<file path="config.mk">
export PLATFORM = sky130hd
export DESIGN_NAME = pixel_shade_blend_core
export DESIGN_NICKNAME = d
export VERILOG_FILES = /design/src/rtl/psb_pkg.sv /design/src/rtl/pixel_shade_blend_core.sv
export SDC_FILE = /design/constraint.sdc
export NUM_CORES = 2
export LEC_CHECK = 0
export ABC_CLOCK_PERIOD_IN_PS = 8400
export BUFFER_PORTS_ARGS = -buffer_cell sky130_fd_sc_hd__buf_4
export CORE_UTILIZATION = 41
export CTS_CLUSTER_DIAMETER = 150
export CTS_CLUSTER_SIZE = 28
export DETAILED_ROUTE_END_ITERATION = 6
export PLACE_DENSITY = 0.69
export SYNTH_ARGS = -nofsm -noshare
export SYNTH_HDL_FRONTEND = slang
export SYNTH_SLANG_ARGS = --single-unit
export TNS_END_PERCENT = 50
</file>
<file path="constraint.sdc">
create_clock -name aclk -period 8.4 [get_ports aclk]
set_input_delay 0.84 -clock aclk [delete_from_list [all_inputs] [get_ports aclk]]
set_output_delay 0.84 -clock aclk [all_outputs]
set_load 0.1 [all_outputs]
</file>
<file path="src/rtl/psb_pkg.sv">
// Package for the pixel shade and blend core: register indexes, pixel format codes
// and the constants of the shading arithmetic.
// Depends on nothing; used by pixel_shade_blend_core.
`default_nettype none

package psb_pkg;

    localparam int unsigned PIX_W      = 32;
    localparam int unsigned CFG_IDX_W  = 3;
    localparam int unsigned CFG_DATA_W = 16;
    localparam int unsigned PCT_W      = 7;
    localparam int unsigned INTENS_W   = 16;

    typedef enum logic [CFG_IDX_W-1:0] {
        REG_OPACITY  = 3'd0,
        REG_DARKEN   = 3'd1,
        REG_BG_RED   = 3'd2,
        REG_BG_GREEN = 3'd3,
        REG_BG_BLUE  = 3'd4,
        REG_FORMAT   = 3'd5
    } cfg_index_t;

    typedef enum logic [1:0] {
        FMT_555  = 2'd0,
        FMT_565  = 2'd1,
        FMT_888  = 2'd2,
        FMT_8888 = 2'd3
    } fmt_t;

    localparam logic [PCT_W-1:0] PCT_FULL = 7'd100;

    // Floor reciprocals for the two constant divisions; each leaves the
    // quotient at most one low, fixed by a single remainder compare.
    localparam int unsigned SPAN_DIV   = 10000;
    localparam int unsigned SPAN_SHIFT = 30;
    localparam int unsigned SPAN_RECIP = (1 << SPAN_SHIFT) / SPAN_DIV;
    localparam int unsigned LO_DIV     = 100;
    localparam int unsigned LO_SHIFT   = 23;
    localparam int unsigned LO_RECIP   = (1 << LO_SHIFT) / LO_DIV;

    // Cycles that s_tready stays low after reset or a register write, so the
    // three-deep chain of derived coefficient registers holds the new values.
    localparam int unsigned SETTLE_CYCLES = 2;

endpackage

`default_nettype wire

</file>
<file path="src/rtl/pixel_shade_blend_core.sv">
// Pixel shade and blend core: darkens each packed pixel and blends it toward a
// solid background color. Uses psb_pkg for codes and constants.
//
// Channel   Ports                              Payload
// s_        s_tvalid s_tready s_tdata[31:0]    pixel_in
// m_        m_tvalid m_tready m_tdata[31:0]    pixel_out
// cfg_      cfg_we cfg_index[2:0] cfg_wdata    opacity darken bg_* pixel_format
//
// One item is accepted per cycle unless stalled; each goes from the input register
// to the output register. The per-channel coefficients come from a three-stage
// registered chain fed by the configuration registers, so a settle counter holds
// s_tready low after reset and after every register write. When m_tready is low
// the output register holds its item and the input register can take one more.
`default_nettype none

module pixel_shade_blend_core
    import psb_pkg::*;
(
    input  wire logic                  aclk,
    input  wire logic                  aresetn,
    input  wire logic                  s_tvalid,
    output logic                       s_tready,
    input  wire logic [PIX_W-1:0]      s_tdata,   // [31:0] pixel_in
    output logic                       m_tvalid,
    input  wire logic                  m_tready,
    output logic [PIX_W-1:0]           m_tdata,   // [31:0] pixel_out
    input  wire logic                  cfg_we,
    input  wire logic [CFG_IDX_W-1:0]  cfg_index,
    input  wire logic [CFG_DATA_W-1:0] cfg_wdata
);

    localparam int unsigned CNT_W = $clog2(SETTLE_CYCLES + 1);
    localparam int unsigned NCH   = 3;
    localparam int unsigned PROD_W = INTENS_W + PCT_W;

    logic [PCT_W-1:0]    opacity_reg, darken_reg;
    logic [INTENS_W-1:0] bg_reg [NCH];
    fmt_t                format_reg;
    logic [CNT_W-1:0]    settle_reg, settle_next;

    logic [PCT_W-1:0]    op_c, dk_c;
    logic [13:0]         ab;
    logic [29:0]         span_y_next, span_y_reg, span_y2_reg;
    logic [PROD_W-1:0]   lo_x_reg [NCH], lo_x2_reg [NCH];
    logic [46:0]         span_prod;
    logic [15:0]         span_q0_reg, span_reg;
    logic [29:0]         span_rem;
    logic [39:0]         lo_prod [NCH];
    logic [15:0]         lo_q0_reg [NCH], lo_reg [NCH];
    logic [PROD_W-1:0]   lo_rem [NCH];

    logic                in_valid_reg;
    logic [PIX_W-1:0]    in_pix_reg;
    logic                advance, s_acc;
    logic [7:0]          ch_c [NCH], ch_q [NCH];
    logic [3:0]          ch_k [NCH];
    logic [PIX_W-1:0]    pix_next;

    function automatic logic [7:0] shade_chan(input logic [7:0] c, input logic [3:0] k,
                                              input logic [15:0] span, input logic [15:0] lo);
        logic [23:0] bg_term, t;
        logic [24:0] sum;
        bg_term = ({8'd0, lo} << k) - {8'd0, lo};
        t       = 24'(c) * 24'(span) + bg_term;
        sum     = 25'(t) + 25'(t[23:16]) + 25'd1;
        return sum[23:16];
    endfunction

    // Configuration registers and the settle counter.
    always_comb begin
        settle_next = settle_reg;
        if (cfg_we) begin
            settle_next = CNT_W'(SETTLE_CYCLES);
        end else if (settle_reg != '0) begin
            settle_next = settle_reg - 1'b1;
        end
    end

    always_ff @(posedge aclk) begin
        if (!aresetn) begin
            opacity_reg <= '0;
            darken_reg  <= '0;
            bg_reg[0]   <= '0;
            bg_reg[1]   <= '0;
            bg_reg[2]   <= '0;
            format_reg  <= FMT_8888;
            settle_reg  <= CNT_W'(SETTLE_CYCLES);
        end else begin
            settle_reg <= settle_next;
            if (cfg_we) begin
                case (cfg_index_t'(cfg_index))
                    REG_OPACITY:  opacity_reg <= cfg_wdata[PCT_W-1:0];
                    REG_DARKEN:   darken_reg  <= cfg_wdata[PCT_W-1:0];
                    REG_BG_RED:   bg_reg[0]   <= cfg_wdata[INTENS_W-1:0];
                    REG_BG_GREEN: bg_reg[1]   <= cfg_wdata[INTENS_W-1:0];
                    REG_BG_BLUE:  bg_reg[2]   <= cfg_wdata[INTENS_W-1:0];
                    REG_FORMAT:   format_reg  <= fmt_t'(cfg_wdata[1:0]);
                    default: ;
                endcase
            end
        end
    end

    // Derived coefficients: span = 65535*(100-dk)*(100-op)/10000, lo = bg*op/100.
    always_comb begin
        op_c = (opacity_reg > PCT_FULL) ? PCT_FULL : opacity_reg;
        dk_c = (darken_reg > PCT_FULL) ? PCT_FULL : darken_reg;
        ab   = 14'(PCT_FULL - op_c) * 14'(PCT_FULL - dk_c);
        span_y_next = {ab, 16'd0} - 30'(ab);
        span_prod   = 47'(span_y_reg) * 47'(SPAN_RECIP);
        span_rem    = span_y2_reg - 30'(span_q0_reg) * 30'(SPAN_DIV);
        for (int i = 0; i < NCH; i++) begin
            lo_prod[i] = 40'(lo_x_reg[i]) * 40'(LO_RECIP);
            lo_rem[i]  = lo_x2_reg[i] - PROD_W'(lo_q0_reg[i]) * PROD_W'(LO_DIV);
        end
    end

    always_ff @(posedge aclk) begin
        span_y_reg  <= span_y_next;
        span_y2_reg <= span_y_reg;
        span_q0_reg <= span_prod[SPAN_SHIFT+15:SPAN_SHIFT];
        span_reg    <= (span_rem >= 30'(SPAN_DIV)) ? span_q0_reg + 16'd1 : span_q0_reg;
        for (int i = 0; i < NCH; i++) begin
            lo_x_reg[i]  <= PROD_W'(bg_reg[i]) * PROD_W'(op_c);
            lo_x2_reg[i] <= lo_x_reg[i];
            lo_q0_reg[i] <= lo_prod[i][LO_SHIFT+15:LO_SHIFT];
            lo_reg[i]    <= (lo_rem[i] >= PROD_W'(LO_DIV)) ? lo_q0_reg[i] + 16'd1
                                                           : lo_q0_reg[i];
        end
    end

    // Datapath from the input register to the output register.
    always_comb begin
        ch_c[0] = in_pix_reg[23:16];
        ch_c[1] = in_pix_reg[15:8];
        ch_c[2] = in_pix_reg[7:0];
        ch_k[0] = 4'd8;
        ch_k[1] = 4'd8;
        ch_k[2] = 4'd8;
        case (format_reg)
            FMT_555: begin
                ch_c[0] = {3'd0, in_pix_reg[14:10]};
                ch_c[1] = {3'd0, in_pix_reg[9:5]};
                ch_c[2] = {3'd0, in_pix_reg[4:0]};
                ch_k[0] = 4'd5;
                ch_k[1] = 4'd5;
                ch_k[2] = 4'd5;
            end
            FMT_565: begin
                ch_c[0] = {3'd0, in_pix_reg[15:11]};
                ch_c[1] = {2'd0, in_pix_reg[10:5]};
                ch_c[2] = {3'd0, in_pix_reg[4:0]};
                ch_k[0] = 4'd5;
                ch_k[1] = 4'd6;
                ch_k[2] = 4'd5;
            end
            default: ;
        endcase
        for (int i = 0; i < NCH; i++) begin
            ch_q[i] = shade_chan(ch_c[i], ch_k[i], span_reg, lo_reg[i]);
        end
        case (format_reg)
            FMT_555:  pix_next = {17'd0, ch_q[0][4:0], ch_q[1][4:0], ch_q[2][4:0]};
            FMT_565:  pix_next = {16'd0, ch_q[0][4:0], ch_q[1][5:0], ch_q[2][4:0]};
            FMT_888:  pix_next = {8'd0, ch_q[0], ch_q[1], ch_q[2]};
            FMT_8888: pix_next = {in_pix_reg[31:24], ch_q[0], ch_q[1], ch_q[2]};
            default:  pix_next = '0;
        endcase
    end

    assign advance  = !m_tvalid || m_tready;
    assign s_tready = (settle_reg == '0) && (!in_valid_reg || advance);
    assign s_acc    = s_tvalid && s_tready;

    always_ff @(posedge aclk) begin
        if (!aresetn) begin
            in_valid_reg <= 1'b0;
            m_tvalid     <= 1'b0;
        end else begin
            if (s_acc) begin
                in_valid_reg <= 1'b1;
            end else if (advance) begin
                in_valid_reg <= 1'b0;
            end
            if (advance) begin
                m_tvalid <= in_valid_reg;
            end
        end
    end

    always_ff @(posedge aclk) begin
        if (s_acc) begin
            in_pix_reg <= s_tdata;
        end
        if (advance && in_valid_reg) begin
            m_tdata <= pix_next;
        end
    end

    a_no_accept_after_write: assert property (@(posedge aclk) disable iff (!aresetn)
        cfg_we |=> !(s_tvalid && s_tready))
        else $error("item accepted one cycle after a register write");

    a_no_accept_after_write2: assert property (@(posedge aclk) disable iff (!aresetn)
        cfg_we |=> ##1 !(s_tvalid && s_tready))
        else $error("item accepted two cycles after a register write");

    a_coeff_range: assert property (@(posedge aclk) disable iff (!aresetn)
        in_valid_reg |-> (17'(span_reg) + 17'(lo_reg[0]) <= 17'd65535)
                      && (17'(span_reg) + 17'(lo_reg[2]) <= 17'd65535))
        else $error("blend coefficients exceed full scale");

    a_out_from_input: assert property (@(posedge aclk) disable iff (!aresetn)
        $rose(m_tvalid) |-> $past(in_valid_reg))
        else $error("result shown without an item in the input register");

endmodule

`default_nettype wire

</file>
==> impl_metrics.toml <==
[run_status]
status = "finished clean"

[floorplanning]
fp.dieArea_mm2 = 0.199
core_mm2 = 0.195
die_h_um = 446
pin_count = 90
row_count = 162
die_w_um = 446
start_util_pct = 41.4

[setup_path]
slowest_delay_ps = 550
path_class = "reg2reg"
worst_ep_arrival_time_ps = 8730
ff2ff_setup_slack_ps = 190
start_kind = "flop"
rr_startpoint = "format_reg[0]$_SDFFE_PN1P_"
crit_family = "adder cells"
rr_worst_depth = 36
cp.depth = 36
slowest_stage = "fa_2"
end_kind = "flop"
path_buf_inv = 5
cp_max_fo = 5
r2r-end = "m_tdata[14]$_DFFE_PP_"
crit_path_end = "m_tdata[14]$_DFFE_PP_"
critPathRequiredTime_ps = 8920
startpoint = "format_reg[0]$_SDFFE_PN1P_"

[timing]
hold_viol = 0
slew_headroom_pct = 37.1
fin_crit_sh_pct = 97.7
period_minus_slack_ps = 8210
rsz0062_at_grt = "yes"
tightest_slew_ps = 938
finalMaxSlewViolations = 0
max_freq_mhz = 122
finalWorstSetupSlack_ps = 191
clock_skew_ps = 34.4
finalSetupViolCount = 0

[yosys]
netlist_area_mm2 = 0.0809
synth_common_cells = "inv_1, ha_1, fa_1"
ys_types = 90
synth_most_common_cell = "inv_1"
ys_top_cells_by_area = "fa_1, ha_1, inv_1, dfxtp_1, edfxtp_1"
synth-edff-count = 112
ys_ff_latch = 448
synth_top_area_share_pct = 33.6
synth_top_cell_by_area = "fa_1"
syn_avg_cell_area_um2 = 9.69
synth_flop_cell = "dfxtp_1"
synthCells = 8344
ys_seq_area_share_pct = 12.5
yosys_warnings = 0
synth_async_sr_flop_share_pct = 0

[global_route]
gr-total-overflow = 0
grt_max_degree = 73
grt_usage_pct = 20.0
grt_antenna_before_repair = 11
grt_pass1_vias = 61300
grt_pass1_wl_um = 321000

[layout]
synthToLayoutAreaGrowth_pct = 7.88
post-route-util_pct = 44.6
multi_input_area_mm2 = 0.0637
nNetsFinal = 11300
largest_reg_flops = 69
fillers = 18500
fin_cells = 11200
drive_above_1_share_pct = 5.21
regArea_mm2 = 0.0101

[clocking]
worstSkewPairLatency_ps = 680
cts_root_buf = "clkbuf_16"
clk_pin_slew_worst_paths_ps = 110
cts_sinks = 448
cts_buffers = 25
h-tree-depth = 1
clockBufferDepth = 3
cts_tree = "yes"

[routing]
drt_wl_total_um = 195000
viasPerCell = 5.08
first_iter_violations = 3045
ant_nets = 0
drt_pass1_iterations = 6
wl_per_cell_um = 17.4
drc = 0
num_vias = 56800

[placed_design]
place_ws_ps = -433
gp_congestion = 0.924
io_buffers = 89
dp_hpwl_um = 167000
place_inst = 11100

[worst_hold_path]
hold_class = "in2reg"

[run]
cap_viol_max_count = 0
## layer usage
metal	wire, um	global-route usage [%]	vias to the layer above
li1	-	-	27000
met1	88600	27.3	28400
met2	91900	33.5	1175
met3	8970	2.35	224
met4	5420	5.56	6
met5	45	0	-
## worst register-to-register path: cells and delay by family (launching register included)
family,cells,cell delay [ps]
adder cells (fa/ha/maj),7,2990
AO/OA/AOI/OAI,13,1990
AND/OR/NAND/NOR,7,1310
buffers and inverters,5,600
multiplexers,2,500
flip-flops,1,380
XOR/XNOR,2,290
## layout make-up
cell class                      count  area share, %
Clock inverter                     12          0.281
Tap cell                         2624           3.76
Multi-Input combinational cell   5916           73.0
Sequential cell                   448           11.6
Inverter                         1852           7.98
Antenna cell                       11         0.0316
Timing Repair Buffer              277           2.62
Clock buffer                       33          0.752
## worst min-delay path by stage
stage | start | end | slack [ps] | cells after the start
2_1_floorplan | span_y_reg[29]$_DFF_P_ | span_y2_reg[29]$_DFF_P_ | 370 | 0
3_3_place_gp | span_y_reg[27]$_DFF_P_ | span_y2_reg[27]$_DFF_P_ | 460 | 0
3_5_place_dp | span_y_reg[27]$_DFF_P_ | span_y2_reg[27]$_DFF_P_ | 460 | 0
4_1_cts | s_tdata[24] | in_pix_reg[24]$_DFFE_PP_ | 300 | 1
5_1_grt | s_tdata[31] | in_pix_reg[31]$_DFFE_PP_ | 310 | 1
6_report | s_tdata[24] | in_pix_reg[24]$_DFFE_PP_ | 340 | 1
## timing repair
action | in CTS | in global routing
buffers inserted | 5 | 13
cloned | 1 | 2
pin swaps | 13 | 48
setup endpoints to repair | 10 | 23
hold buffers | 0 | 0
gates resized for setup | 16 | 65
## cells in the final DEF, fill, tap and decap left out, types with 100 or more instances in the layout
master | synthesis | layout
fa_1 | 1356 | 1348
inv_1 | 1850 | 1850
a21oi_1 | 259 | 248
dfxtp_1 | 336 | 329
edfxtp_1 | 112 | 112
and3_1 | 189 | 188
nand2_1 | 627 | 626
ha_1 | 1359 | 1354
nor2_1 | 254 | 251
and2_1 | 137 | 137
nor3_1 | 100 | 100
buf_4 | 4 | 260
o21ai_0 | 200 | 194
nor2b_1 | 141 | 134
xnor2_1 | 289 | 287
## kinds of logic (layout without fill, tap and decap cells)
kind of cell | Yosys count | count (layout) | share of synthesized area (%)
flip-flops | 448 | 448 | 12.5
buffers and inverters | 2010 | 2174 | 9.37
AO/OA/AOI/OAI | 928 | 928 | 7.38
multiplexers | 76 | 76 | 0.961
adder cells (fa/ha/maj) | 2715 | 2715 | 54.6
other | 2 | 43 | 0.00929
AND/OR/NAND/NOR | 1776 | 1776 | 11.0
XOR/XNOR | 389 | 389 | 4.23
## per-stage QoR
stage / TNS, ps / hold WS, ps / area, um2
detailed placement: -2020 / 459 / 85700
global placement: -690 / 464 / 85700
CTS: 0 / 302 / 86700
global route: -859 / 308 / 87200
floorplan: 0 / 371 / 81000
finish: 0 / 342 / 87200
Power is left out: the tool's default activity adds up to more than one toggle a clock period on the data nets, which glitch-free logic cannot reach.
